<file path="src/design/mge_pkg.sv">
`timescale 1ns / 1ps

package mge_pkg;

  // Field widths.
  localparam int unsigned AddrW   = 26;
  localparam int unsigned LineW   = 15;
  localparam int unsigned PixW    = 3;
  localparam int unsigned RowsW   = 13;
  localparam int unsigned CoordW  = 12;
  localparam int unsigned WidthW  = 7;
  localparam int unsigned ColourW = 8;
  localparam int unsigned BitsW   = 8;
  localparam int unsigned BitIdxW = 3;
  localparam int unsigned CfgIdxW = 2;
  localparam int unsigned CfgDatW = 15;

  // Register reset values.
  localparam logic [LineW-1:0] LineBytesRst  = LineW'(1024);
  localparam logic [PixW-1:0]  PixelBytesRst = PixW'(1);
  localparam logic [RowsW-1:0] FrameRowsRst  = RowsW'(240);

  // Configuration register indices.
  typedef enum logic [CfgIdxW-1:0] {
    CFG_LINE_BYTES  = 2'd0,
    CFG_PIXEL_BYTES = 2'd1,
    CFG_FRAME_ROWS  = 2'd2
  } mge_cfg_idx_t;

  // Controller states.
  typedef enum logic [2:0] {
    ST_IDLE,
    ST_MUL,
    ST_SUM,
    ST_CHECK,
    ST_EXPAND,
    ST_ROW_MUL,
    ST_ROW_ADD,
    ST_ROW_CLIP
  } mge_state_t;

  // Commands from the controller to the datapath.
  typedef struct packed {
    logic in_ready;
    logic accept;
    logic mul;
    logic sum;
    logic emit;
    logic row_mul;
    logic row_add;
    logic row_clip;
  } mge_cmd_t;

  // Status from the datapath to the controller.
  typedef struct packed {
    logic in_valid;
    logic in_start;
    logic skip;
    logic out_free;
    logic last;
    logic row_end;
  } mge_sts_t;

endpackage

</file>
<file path="src/design/mge_intf.sv">
`timescale 1ns / 1ps

// Glyph byte channel.
interface mge_in_if;
  import mge_pkg::*;
  logic                valid;
  logic                ready;
  logic [BitsW-1:0]    glyph_bits;
  logic                glyph_start;
  logic [CoordW-1:0]   start_x;
  logic [CoordW-1:0]   start_y;
  logic [WidthW-1:0]   glyph_width;
  logic [ColourW-1:0]  fg_colour;
  logic [ColourW-1:0]  back_colour;
  modport source (output valid, glyph_bits, glyph_start, start_x, start_y, glyph_width,
                  fg_colour, back_colour, input ready);
  modport sink (input valid, glyph_bits, glyph_start, start_x, start_y, glyph_width,
                fg_colour, back_colour, output ready);
endinterface

// Pixel write channel.
interface mge_out_if;
  import mge_pkg::*;
  logic               valid;
  logic               ready;
  logic [AddrW-1:0]   byte_address;
  logic [ColourW-1:0] pixel_colour;
  logic               last_pixel;
  modport source (output valid, byte_address, pixel_colour, last_pixel, input ready);
  modport sink (input valid, byte_address, pixel_colour, last_pixel, output ready);
endinterface

// Register write channel.
interface mge_cfg_if;
  import mge_pkg::*;
  logic               valid;
  logic               ready;
  logic [CfgIdxW-1:0] index;
  logic [CfgDatW-1:0] data;
  modport source (output valid, index, data, input ready);
  modport sink (input valid, index, data, output ready);
endinterface

</file>
<file path="src/design/mono_glyph_pixel_expander_unit.sv">
`timescale 1ns / 1ps
// Monochrome glyph pixel expander.
// in_ch takes one bitmap byte per transfer, bit 7 leftmost; a byte flagged as
// glyph start also carries position, width and the two colours for the glyph.
// out_ch gives one framebuffer write per used bit: byte address, colour byte
// and a flag on the last write caused by that input byte.
// cfg_ch writes line length, bytes per pixel and frame height; it is always
// ready and should only be used while the block is idle.
// The first pixel of a byte reaches the output register after a check step,
// preceded on a glyph start by the start address computation, a multiply
// followed by an add. Pixels then follow one per cycle while the receiver
// takes them, up to eight a byte. The end of a row adds a row step multiply,
// address add and clip compare; a clipped or zero-width byte gives no writes.
// The single output register lets the next byte be taken while the last
// pixel still waits; when the receiver stalls, expansion pauses on that
// register. Reset restores the register defaults and clears all glyph state.
module mono_glyph_pixel_expander_unit
  import mge_pkg::*;
(
  input  logic      clk,
  input  logic      rst_n,
  mge_in_if.sink    in_ch,
  mge_out_if.source out_ch,
  mge_cfg_if.sink   cfg_ch
);

  mge_cmd_t cmd;
  mge_sts_t sts;

  // Sequencer.
  mge_ctrl u_ctrl (
    .clk   (clk),
    .rst_n (rst_n),
    .sts   (sts),
    .cmd   (cmd)
  );

  // Address and colour datapath.
  mge_dpath u_dpath (
    .clk    (clk),
    .rst_n  (rst_n),
    .in_ch  (in_ch),
    .out_ch (out_ch),
    .cfg_ch (cfg_ch),
    .cmd    (cmd),
    .sts    (sts)
  );

endmodule

</file>
<file path="src/design/mge_ctrl.sv">
`timescale 1ns / 1ps

module mge_ctrl
  import mge_pkg::*;
(
  input  logic     clk,
  input  logic     rst_n,
  input  mge_sts_t sts,
  output mge_cmd_t cmd
);

  mge_state_t state_r;
  mge_state_t state_nxt;

  // State register.
  always_ff @(posedge clk) begin
    if (!rst_n) begin
      state_r <= ST_IDLE;
    end else begin
      state_r <= state_nxt;
    end
  end

  // Next state.
  always_comb begin
    state_nxt = state_r;
    unique case (state_r)
      ST_IDLE: begin
        if (sts.in_valid) begin
          state_nxt = sts.in_start ? ST_MUL : ST_CHECK;
        end
      end
      ST_MUL:  state_nxt = ST_SUM;
      ST_SUM:  state_nxt = ST_CHECK;
      ST_CHECK: begin
        state_nxt = sts.skip ? ST_IDLE : ST_EXPAND;
      end
      ST_EXPAND: begin
        if (sts.out_free && sts.last) begin
          state_nxt = sts.row_end ? ST_ROW_MUL : ST_IDLE;
        end
      end
      ST_ROW_MUL:  state_nxt = ST_ROW_ADD;
      ST_ROW_ADD:  state_nxt = ST_ROW_CLIP;
      ST_ROW_CLIP: state_nxt = ST_IDLE;
      default:     state_nxt = ST_IDLE;
    endcase
  end

  // Commands.
  always_comb begin
    cmd          = '0;
    cmd.in_ready = (state_r == ST_IDLE);
    cmd.accept   = (state_r == ST_IDLE) && sts.in_valid;
    cmd.mul      = (state_r == ST_MUL);
    cmd.sum      = (state_r == ST_SUM);
    cmd.emit     = (state_r == ST_EXPAND) && sts.out_free;
    cmd.row_mul  = (state_r == ST_ROW_MUL);
    cmd.row_add  = (state_r == ST_ROW_ADD);
    cmd.row_clip = (state_r == ST_ROW_CLIP);
  end

endmodule

</file>
<file path="src/design/mge_dpath.sv">
`timescale 1ns / 1ps

module mge_dpath
  import mge_pkg::*;
(
  input  logic      clk,
  input  logic      rst_n,
  mge_in_if.sink    in_ch,
  mge_out_if.source out_ch,
  mge_cfg_if.sink   cfg_ch,
  input  mge_cmd_t  cmd,
  output mge_sts_t  sts
);

  // Configuration registers.
  logic [LineW-1:0]   line_r;
  logic [PixW-1:0]    pix_r;
  logic [RowsW-1:0]   rows_r;

  // Glyph state.
  logic [AddrW-1:0]   offset_r;
  logic [WidthW-1:0]  rbc_r;
  logic [WidthW-1:0]  hw_r;
  logic [ColourW-1:0] fg_r;
  logic [ColourW-1:0] bg_r;
  logic               clipped_r;

  // Working registers of the current byte.
  logic [BitsW-1:0]           bits_r;
  logic [BitIdxW-1:0]         k_r;
  logic [CoordW-1:0]          x_r;
  logic [CoordW-1:0]          y_r;
  logic [CoordW+LineW-1:0]    prod_y_r;
  logic [CoordW+PixW-1:0]     prod_x_r;
  logic [AddrW-1:0]           step_r;
  logic [RowsW+LineW-1:0]     limit_r;

  // Output register.
  logic               out_valid_r;
  logic [AddrW-1:0]   out_addr_r;
  logic [ColourW-1:0] out_colour_r;
  logic               out_last_r;

  logic               cfg_fire;
  logic               row_end;
  logic               last;
  logic [WidthW+PixW-1:0] row_span;

  assign cfg_fire   = cfg_ch.valid;
  assign cfg_ch.ready = 1'b1;
  assign in_ch.ready  = cmd.in_ready;

  assign row_end  = ((rbc_r + WidthW'(1)) == hw_r);
  assign last     = (k_r == '0) || row_end;
  assign row_span = hw_r * pix_r;

  // Status for the controller.
  always_comb begin
    sts          = '0;
    sts.in_valid = in_ch.valid;
    sts.in_start = in_ch.glyph_start;
    sts.skip     = clipped_r || (hw_r == '0);
    sts.out_free = !out_valid_r || out_ch.ready;
    sts.last     = last;
    sts.row_end  = row_end;
  end

  // Control and glyph state, set by reset.
  always_ff @(posedge clk) begin
    if (!rst_n) begin
      line_r      <= LineBytesRst;
      pix_r       <= PixelBytesRst;
      rows_r      <= FrameRowsRst;
      offset_r    <= '0;
      rbc_r       <= '0;
      hw_r        <= '0;
      fg_r        <= '0;
      bg_r        <= '0;
      clipped_r   <= 1'b0;
      out_valid_r <= 1'b0;
    end else begin
      if (cfg_fire) begin
        unique case (mge_cfg_idx_t'(cfg_ch.index))
          CFG_LINE_BYTES:  line_r <= cfg_ch.data[LineW-1:0];
          CFG_PIXEL_BYTES: pix_r  <= cfg_ch.data[PixW-1:0];
          CFG_FRAME_ROWS:  rows_r <= cfg_ch.data[RowsW-1:0];
          default: ;
        endcase
      end
      if (cmd.accept && in_ch.glyph_start) begin
        hw_r      <= in_ch.glyph_width;
        fg_r      <= in_ch.fg_colour;
        bg_r      <= in_ch.back_colour;
        rbc_r     <= '0;
        clipped_r <= 1'b0;
      end
      if (cmd.sum) begin
        offset_r <= prod_y_r[AddrW-1:0] + AddrW'(prod_x_r);
      end
      if (cmd.emit) begin
        offset_r <= offset_r + AddrW'(pix_r);
        rbc_r    <= rbc_r + WidthW'(1);
      end
      if (cmd.row_add) begin
        offset_r <= offset_r + step_r;
        rbc_r    <= '0;
      end
      if (cmd.row_clip && ({{(RowsW+LineW-AddrW){1'b0}}, offset_r} >= limit_r)) begin
        clipped_r <= 1'b1;
      end
      // The output register empties on a transfer unless refilled.
      if (cmd.emit) begin
        out_valid_r <= 1'b1;
      end else if (out_ch.ready) begin
        out_valid_r <= 1'b0;
      end
    end
  end

  // Working registers and output payload.
  always_ff @(posedge clk) begin
    if (cmd.accept) begin
      bits_r <= in_ch.glyph_bits;
      k_r    <= BitIdxW'(BitsW - 1);
      x_r    <= in_ch.start_x;
      y_r    <= in_ch.start_y;
    end
    if (cmd.mul) begin
      prod_y_r <= y_r * line_r;
      prod_x_r <= x_r * pix_r;
    end
    if (cmd.emit) begin
      k_r          <= k_r - BitIdxW'(1);
      out_addr_r   <= offset_r;
      out_colour_r <= bits_r[k_r] ? fg_r : bg_r;
      out_last_r   <= last;
    end
    if (cmd.row_mul) begin
      step_r  <= AddrW'(line_r) - AddrW'(row_span);
      limit_r <= rows_r * line_r;
    end
  end

  assign out_ch.valid        = out_valid_r;
  assign out_ch.byte_address = out_addr_r;
  assign out_ch.pixel_colour = out_colour_r;
  assign out_ch.last_pixel   = out_last_r;

endmodule

</file>
<file path="src/flat_wrapper.sv">
// flat-port wrapper written by rule: the top's interface ports become plain ports
module mono_glyph_pixel_expander_unit_flat import mge_pkg::*;
  (clk, rst_n, in_ch_valid, in_ch_glyph_bits, in_ch_glyph_start, in_ch_start_x, in_ch_start_y, in_ch_glyph_width, in_ch_fg_colour, in_ch_back_colour, in_ch_ready, out_ch_valid, out_ch_byte_address, out_ch_pixel_colour, out_ch_last_pixel, out_ch_ready, cfg_ch_valid, cfg_ch_index, cfg_ch_data, cfg_ch_ready);
  mge_in_if in_ch_i ();
  mge_out_if out_ch_i ();
  mge_cfg_if cfg_ch_i ();
  input  logic clk;
  input  logic rst_n;
  input wire logic [$bits(in_ch_i.valid)-1:0] in_ch_valid;
  input wire logic [$bits(in_ch_i.glyph_bits)-1:0] in_ch_glyph_bits;
  input wire logic [$bits(in_ch_i.glyph_start)-1:0] in_ch_glyph_start;
  input wire logic [$bits(in_ch_i.start_x)-1:0] in_ch_start_x;
  input wire logic [$bits(in_ch_i.start_y)-1:0] in_ch_start_y;
  input wire logic [$bits(in_ch_i.glyph_width)-1:0] in_ch_glyph_width;
  input wire logic [$bits(in_ch_i.fg_colour)-1:0] in_ch_fg_colour;
  input wire logic [$bits(in_ch_i.back_colour)-1:0] in_ch_back_colour;
  output wire logic [$bits(in_ch_i.ready)-1:0] in_ch_ready;
  output wire logic [$bits(out_ch_i.valid)-1:0] out_ch_valid;
  output wire logic [$bits(out_ch_i.byte_address)-1:0] out_ch_byte_address;
  output wire logic [$bits(out_ch_i.pixel_colour)-1:0] out_ch_pixel_colour;
  output wire logic [$bits(out_ch_i.last_pixel)-1:0] out_ch_last_pixel;
  input wire logic [$bits(out_ch_i.ready)-1:0] out_ch_ready;
  input wire logic [$bits(cfg_ch_i.valid)-1:0] cfg_ch_valid;
  input wire logic [$bits(cfg_ch_i.index)-1:0] cfg_ch_index;
  input wire logic [$bits(cfg_ch_i.data)-1:0] cfg_ch_data;
  output wire logic [$bits(cfg_ch_i.ready)-1:0] cfg_ch_ready;
  assign in_ch_i.valid = in_ch_valid;
  assign in_ch_i.glyph_bits = in_ch_glyph_bits;
  assign in_ch_i.glyph_start = in_ch_glyph_start;
  assign in_ch_i.start_x = in_ch_start_x;
  assign in_ch_i.start_y = in_ch_start_y;
  assign in_ch_i.glyph_width = in_ch_glyph_width;
  assign in_ch_i.fg_colour = in_ch_fg_colour;
  assign in_ch_i.back_colour = in_ch_back_colour;
  assign in_ch_ready = in_ch_i.ready;
  assign out_ch_valid = out_ch_i.valid;
  assign out_ch_byte_address = out_ch_i.byte_address;
  assign out_ch_pixel_colour = out_ch_i.pixel_colour;
  assign out_ch_last_pixel = out_ch_i.last_pixel;
  assign out_ch_i.ready = out_ch_ready;
  assign cfg_ch_i.valid = cfg_ch_valid;
  assign cfg_ch_i.index = cfg_ch_index;
  assign cfg_ch_i.data = cfg_ch_data;
  assign cfg_ch_ready = cfg_ch_i.ready;
  mono_glyph_pixel_expander_unit u_core (.clk(clk), .rst_n(rst_n), .in_ch(in_ch_i), .out_ch(out_ch_i), .cfg_ch(cfg_ch_i));
endmodule
</file>
<file path="config.mk">
export PLATFORM = sky130hd
export DESIGN_NAME = mono_glyph_pixel_expander_unit_flat
export DESIGN_NICKNAME = d
export VERILOG_FILES = /design/src/design/mge_pkg.sv /design/src/design/mge_intf.sv /design/src/design/mono_glyph_pixel_expander_unit.sv /design/src/design/mge_ctrl.sv /design/src/design/mge_dpath.sv /design/src/flat_wrapper.sv
export SDC_FILE = /design/constraint.sdc
export NUM_CORES = 1
export LEC_CHECK = 0
export ABC_AREA = 1
export BUFFER_PORTS_ARGS = -buffer_cell sky130_fd_sc_hd__buf_4
export CORE_UTILIZATION = 55
export CTS_CLUSTER_SIZE = 20
export DETAILED_ROUTE_END_ITERATION = 8
export PLACE_DENSITY = 0.72
export SYNTH_ARGS = -nofsm -noshare
export SYNTH_HDL_FRONTEND = slang
export SYNTH_SLANG_ARGS = --single-unit
</file>
<file path="constraint.sdc">
create_clock -name clk -period 6.8 [get_ports clk]
set_input_delay 1.7 -clock clk [delete_from_list [all_inputs] [get_ports clk]]
set_output_delay 1.7 -clock clk [all_outputs]
set_load 0.01 [all_outputs]
</file>
### Yosys cells after proc, flatten, opt, wreduce, memory -nomap -nowiden

Cells that the tools add are included.

| word-level totals | value |
|---|---|
| logic and storage cells | 90 |
| output and inout port bits | 38 |
| register bits after elaboration | 257 |
| input port bits | 78 |

| operators by class | value |
|---|---|
| equal/unequal tests | 12 |
| magnitude comparators | 2 |
| reductions and logical operators | 23 |
| mux-type cells | 20 |
| add/sub/neg operators | 6 |
| bitwise operators | 1 |
| $mul | 4 |

Operators with widths:

| operator | count |
|---|---|
| 2-to-1 mux 26 bit | 3 |
| greater-or-equal comparator 26 x 28 -> 1 bit | 1 |
| multiplier 13 x 15 -> 28 bit | 1 |
| adder 26 x 15 -> 26 bit | 1 |
| adder 26 bit | 1 |
| adder 26 x 3 -> 26 bit | 1 |
| multiplier 12 x 15 -> 26 bit | 1 |
| one-hot mux 3 bit (8 select lines) | 1 |
| 2-to-1 mux 3 bit | 6 |
| subtractor 15 x 10 -> 16 bit | 1 |
| multiplier 12 x 3 -> 15 bit | 1 |
| 2-to-1 mux 7 bit | 2 |
| == test 3 bit, second input constant | 4 |
| multiplier 7 x 3 -> 10 bit | 1 |
| 2-to-1 mux 8 bit | 1 |
| AND reduction 2 bit | 4 |
| nonzero test 2 bit | 4 |
| adder 7 x 1 -> 7 bit, second input constant | 1 |
| == test 7 bit | 1 |
| zero test 7 bit | 1 |
| == test 3 x 2 -> 1 bit, second input constant | 2 |
| zero test 3 bit | 2 |
| logical AND 1 bit | 5 |
| 2-to-1 mux 1 bit | 5 |
| 14 further kinds | 17 |

### Longest topological paths before layout

| depth | value |
|---|---|
| depth after elaboration | 6 |
| gate-level depth with buffers | 25 |
| depth with buffers taken out | 23 |

### Cells and area by module

From an unflattened synthesis, not the netlist that was laid out.

| unflattened totals | value |
|---|---|
| cell total of the unflattened synthesis | 3,538 |
| area total of the unflattened synthesis | 27,518.9 sq um |

Modules (own cells, without submodules):

| module | seq. area each (sq um) | times used | cells each | area each (sq um) |
|---|---|---|---|---|
| mge_dpath | 6,436.2 | 1 | 3,496 | 27,246.1 |
| mge_ctrl | 60.1 | 1 | 42 | 272.8 |

### Least setup slack after synthesis

No wires, ideal clock.

| timing | value |
|---|---|
| path type | reg2reg |
| from | reg u_core.u_dpath.line_r[8] |
| to | reg u_core.u_dpath.limit_r[17], data pin |
| path buffers | 2 |
| clock period less this slack | 5,058 ps |
| setup time | 262 ps |
| slack | 1,742 ps |
| required time | 6,538 ps |
| arrival time | 4,797 ps |
| cell stages (with the launch flop) | 19 |
| path through | dfxtp_1 > clkbuf_1 > clkbuf_1 > nand2_1 > fa_1 > inv_1 > fa_1 > fa_1 > fa_1 > inv_1 > fa_1 > inv_1 > ha_1 > a21o_1 > a31oi_1 > o21ai_1 > a21oi_1 > o21ai_1 > xor2_1 |

| between the ends | value |
|---|---|
| word-level cells in the longest chain between the ends | 1 |

Ends and longest elaborated chain:

| item | line | source |
|---|---|---|
| start, declared | mge_dpath.sv:16 | `logic [LineW-1:0] line_r;` |
| start signal, assigned | mge_dpath.sv:71 | `line_r <= LineBytesRst;` |
| start signal, assigned | mge_dpath.sv:84 | `CFG_LINE_BYTES: line_r <= cfg_ch.data[LineW-1:0];` |
| multiplier 13 x 15 -> 28 bit | mge_dpath.sv:140 | `limit_r <= rows_r * line_r;` |
| end signal, assigned | mge_dpath.sv:140 |  |
| end, declared | mge_dpath.sv:36 | `logic [RowsW+LineW-1:0] limit_r;` |

No other way between the ends.
A chain may end at the register's enable or synchronous reset.

### Worst setup path in the final report

| timing | value |
|---|---|
| from | reg u_core.u_dpath.line_r[11] |
| to | reg u_core.u_dpath.prod_y_r[20], data pin |

| between the ends | value |
|---|---|
| word-level cells in the longest chain between the ends | 1 |

Ends and longest elaborated chain:

| item | line | source |
|---|---|---|
| multiplier 12 x 15 -> 26 bit | mge_dpath.sv:129 | `prod_y_r <= y_r * line_r;` |
| end signal, assigned | mge_dpath.sv:129 |  |
| end, declared | mge_dpath.sv:33 | `logic [CoordW+LineW-1:0] prod_y_r;` |

No other way between the ends.

==> out/summary.txt <==
===========================================================================================
Top layer reached by signal wires                                                      met4
Kind of cell adding the most delay to the critical path                         adder cells
Synth warn                                                                                0
Area share of the leading cell type in the synthesized netlist                       21.48%
Distinct cells, synth                                                                    48
Cell with the largest stage delay on the worst path                            sky130_fd_sc_hd__dfxtp_1
P_leak                                                                             16.28 nW
Wire length of the first global-routing pass                                       116.3 mm
Max-capacitance violation count                                                           0
Final non-filler cell area                                                      30110 sq um
Number of antenna-violating nets in the routed design                                     0
Std cell rows                                                                            81
Share of flip-flops with an asynchronous set or reset                                    0%
Seq cells post-synth                                                                    247
Standard cell area after detailed placement                                     29180 sq um
Number of global-route vias before repair                                            22.73k
Nets                                                                                   4290
Worst-path clk slew                                                                 0.06 ns
Total length of routed wires                                                       70.70 mm
Vias per cell                                                                         5.248
Die width                                                                          226.7 um
Maximum fanout along the worst path                                                      19
Count of buffering cells on the critical path with inverters included                     4
Metal2 WL                                                                          32.75 mm
Endpoint class of the critical path                                                register
Growth of design area from synthesis to finish                                       8.407%
Number of CTS-inserted buffers                                                           29
Data required time at the worst endpoint                                            7.13 ns
Netlist area before placement                                                   27770 sq um
Number of design-rule violations left by the first detailed-router iteration           1824
Most common library cell in the layout ignoring fill and taps                  sky130_fd_sc_hd__nand2_1
Number of endpoints with negative hold slack in the final report                          0
FILL cells                                                                             4500
Avg WL per Cell                                                                    16.19 um
Setup slack after layout                                                           1.142 ns
Cell seen most often among critical-path stages                                sky130_fd_sc_hd__fa_1
Post-route non-filler standard cell count                                              4367
Setup repair after global routing missed its margin                                      no
Hold WS                                                                           0.4504 ns
Starting Density                                                                     56.27%
Proportion of layout cells with a drive suffix above 1                               5.941%
Biggest cell delay along the critical path                                          0.96 ns
Power per standard cell area                                                   233.3 nW/um^2
Run status                                                                        completed
Startpoint type of the worst setup path                                            register
Path depth of the worst reg2reg path                                                     17
Utilization of the core after routing                                                61.00%
Count of pins on the block boundary                                                     116
Floorplan die area                                                              51400 sq um
Overflow left after global routing                                                        0
Final HPWL DP                                                                      55.19 mm
Global-route usage over all layers                                                   28.83%
Final total negative setup slack                                                       0 ns
Post-Route M1 WL                                                                   30.87 mm
Prevailing post-synth register cell                                            sky130_fd_sc_hd__edfxtp_1
Skew final                                                                       0.01798 ns
Antenna violations before repair                                                          0
Portion of the post-synthesis area used by sequential elements                       23.39%
Dpl cells                                                                              4313
Count of flip-flops with a built-in enable after synthesis                              155
Standard cell core area                                                         49360 sq um
Length of routed met3 wiring                                                       4.990 mm
Post-synthesis instance total                                                          3633
Share of the clock period used by the worst path                                     83.21%
Weighted congestion reported at the end of routability-driven placement              0.9648
Final count of negative-setup-slack endpoints                                             0
Series of cell instances along the critical path                               buf_4, nand2_1, fa_1, fa_1, inv_1, fa_1, fa_1, inv_1, fa_1, inv_1, ha_1, a21oi_1, o21a_1, o21ai_0, a21oi_1, o21bai_1, xor2_1
Leading post-synthesis cells by cell area                                      sky130_fd_sc_hd__fa_1 (21%), sky130_fd_sc_hd__edfxtp_1 (17%), sky130_fd_sc_hd__nand2_1 (13%)
Max clock buf depth                                                                       3
Number of iterations in the first detailed-routing pass                                   6
CTS tree                                                                                yes
Cells resized by post-CTS repair                                                          0
Number of cells on the critical path                                                     17
Worst Path Class, Setup                                                             reg2reg
Drc violations                                                                            0
Depth of the CTS H-tree                                                                   1
Sink count of the clock tree                                                            247
Number of buffer cells added on primary ports                                           114
Root buffer cell                                                               sky130_fd_sc_hd__clkbuf_16
Most frequent cells in the layout                                              sky130_fd_sc_hd__nand2_1 (960), sky130_fd_sc_hd__inv_1 (851), sky130_fd_sc_hd__fa_1 (298)
Syn avg cell area                                                               7.644 sq um
Relative max-transition margin                                                       20.05%
ANT cells                                                                                 0
Pre-CTS worst setup slack                                                          1.231 ns
Library cell with the largest summed area after synthesis                      sky130_fd_sc_hd__fa_1
Clock insertion delay at the later pin of the skew report                           0.60 ns
Setup fix buffers added after clock tree synthesis                                        0
Slew @ Worst Pin                                                                   1.198 ns
Sum of internal, switching and leakage power                                       7.025 mW
Shortest period the worst path allows                                              5.658 ns
# hold bufs at CTS                                                                        0
Classification of the worst-slack hold path                                         reg2reg
Vias after detailed routing                                                          22.92k
Worst supply voltage drop on vdd                                                  0.2040 mV
Net Count, Synth                                                                       4243
Worst endpoint data arrival time                                                    5.99 ns
Chip height                                                                        226.7 um
Peak clock frequency supported by timing                                          176.7 MHz
Pin count of the biggest net entering global routing                                     46
WHS Path Cells                                                                            2
Slew Viols, Final                                                                         0
===========================================================================================
==> worst register-to-register path, delay by kind of cell (launching register included) <==
kind                     cells  cell delay (ns)
AO/OA/AOI/OAI                5             0.80
flip-flops                   1             0.96
adder cells (fa/ha/maj)      6             2.86
buffers and inverters        4             0.50
AND/OR/NAND/NOR              1             0.12
XOR/XNOR                     1             0.15
==> kinds of logic after synthesis <==
group	count (synthesis)	share of synthesized area (%)
AOI/OAI and AO/OA	398	7.898
xor gates and xnor gates	100	3.154
adders and majority gates	532	32.02
buffers and inverters	981	13.36
DFF	247	23.39
other	1	0.01350
and+or+nand+nor	1374	20.16
==> final cells by class <==
type	instances	area [sq um]	share of cell area (%)
Sequential cell	247	6496	21.58
Clock inverter	16	142.6	0.4738
Tap cell	664	830.8	2.760
Inverter	855	3209	10.66
Clock buffer	38	779.5	2.589
Timing Repair Buffer	142	1066	3.541
Multi-Input combinational cell	2405	17580	58.40
==> synth_stat cells (11+ instances only) <==
master                     count
sky130_fd_sc_hd__fa_1        298
sky130_fd_sc_hd__nor3_1       29
sky130_fd_sc_hd__xor2_1       62
sky130_fd_sc_hd__ha_1        234
sky130_fd_sc_hd__nand2_1     960
sky130_fd_sc_hd__xnor2_1      38
sky130_fd_sc_hd__nor2_1      165
sky130_fd_sc_hd__clkbuf_1     96
sky130_fd_sc_hd__edfxtp_1    155
sky130_fd_sc_hd__nand3b_1     11
sky130_fd_sc_hd__buf_1        11
sky130_fd_sc_hd__nand3_1     146
sky130_fd_sc_hd__nand4_1      32
sky130_fd_sc_hd__a21oi_1     178
sky130_fd_sc_hd__o21bai_1     16
sky130_fd_sc_hd__a31oi_1      17
sky130_fd_sc_hd__inv_1       851
sky130_fd_sc_hd__buf_2        17
sky130_fd_sc_hd__o21ai_0     128
sky130_fd_sc_hd__dfxtp_1      92
sky130_fd_sc_hd__a21o_1       12
==> final timing paths <==
check | startpoint | endpoint | slack (ns)
setup reg to reg | u_core.u_dpath.line_r[11] | u_core.u_dpath.prod_y_r[20] | 1.14
setup / recovery | u_core.u_dpath.line_r[11] | u_core.u_dpath.prod_y_r[20] | 1.14
hold / removal | u_core.u_dpath.fg_r[1] | u_core.u_dpath.fg_r[1] | 0.45
hold reg to reg | u_core.u_dpath.fg_r[1] | u_core.u_dpath.fg_r[1] | 0.45
==> flip-flops by register name, indices dropped and copies added (netlist names) <==
register                            cells
u_core.u_dpath.bits_r                   8
u_core.u_dpath.prod_x_r                15
u_core.u_dpath.y_r                     12
u_core.u_dpath.out_ch.byte_address     26
u_core.u_dpath.x_r                     12
u_core.u_dpath.pix_r                    3
u_core.u_dpath.limit_r                 28
u_core.u_ctrl.state_r                   3
u_core.u_dpath.rows_r                  13
u_core.u_dpath.rbc_r                    7
u_core.u_dpath.clipped_r                1
u_core.u_dpath.out_ch.last_pixel        1
u_core.u_dpath.hw_r                     7
u_core.u_dpath.k_r                      3
u_core.u_dpath.out_ch.valid             1
u_core.u_dpath.out_ch.pixel_colour      8
u_core.u_dpath.bg_r                     8
u_core.u_dpath.line_r                  15
u_core.u_dpath.prod_y_r                26
u_core.u_dpath.offset_r                26
u_core.u_dpath.step_r                  16
u_core.u_dpath.fg_r                     8
==> metal layers <==
metal	vias to the layer above	track usage, %
li1	11220	-
met1	10790	39.02
met2	793	47.94
met3	121	3.991
met4	0	8.544
met5	-	0
==> where the power goes <==
group	internal, mW	total, mW	switching [mW]
logic	1.16	3.24	2.08
registers	1.91	2.26	0.357
clock network	0.855	1.52	0.666
No activity file was read; power rests on OpenSTA's default activity.
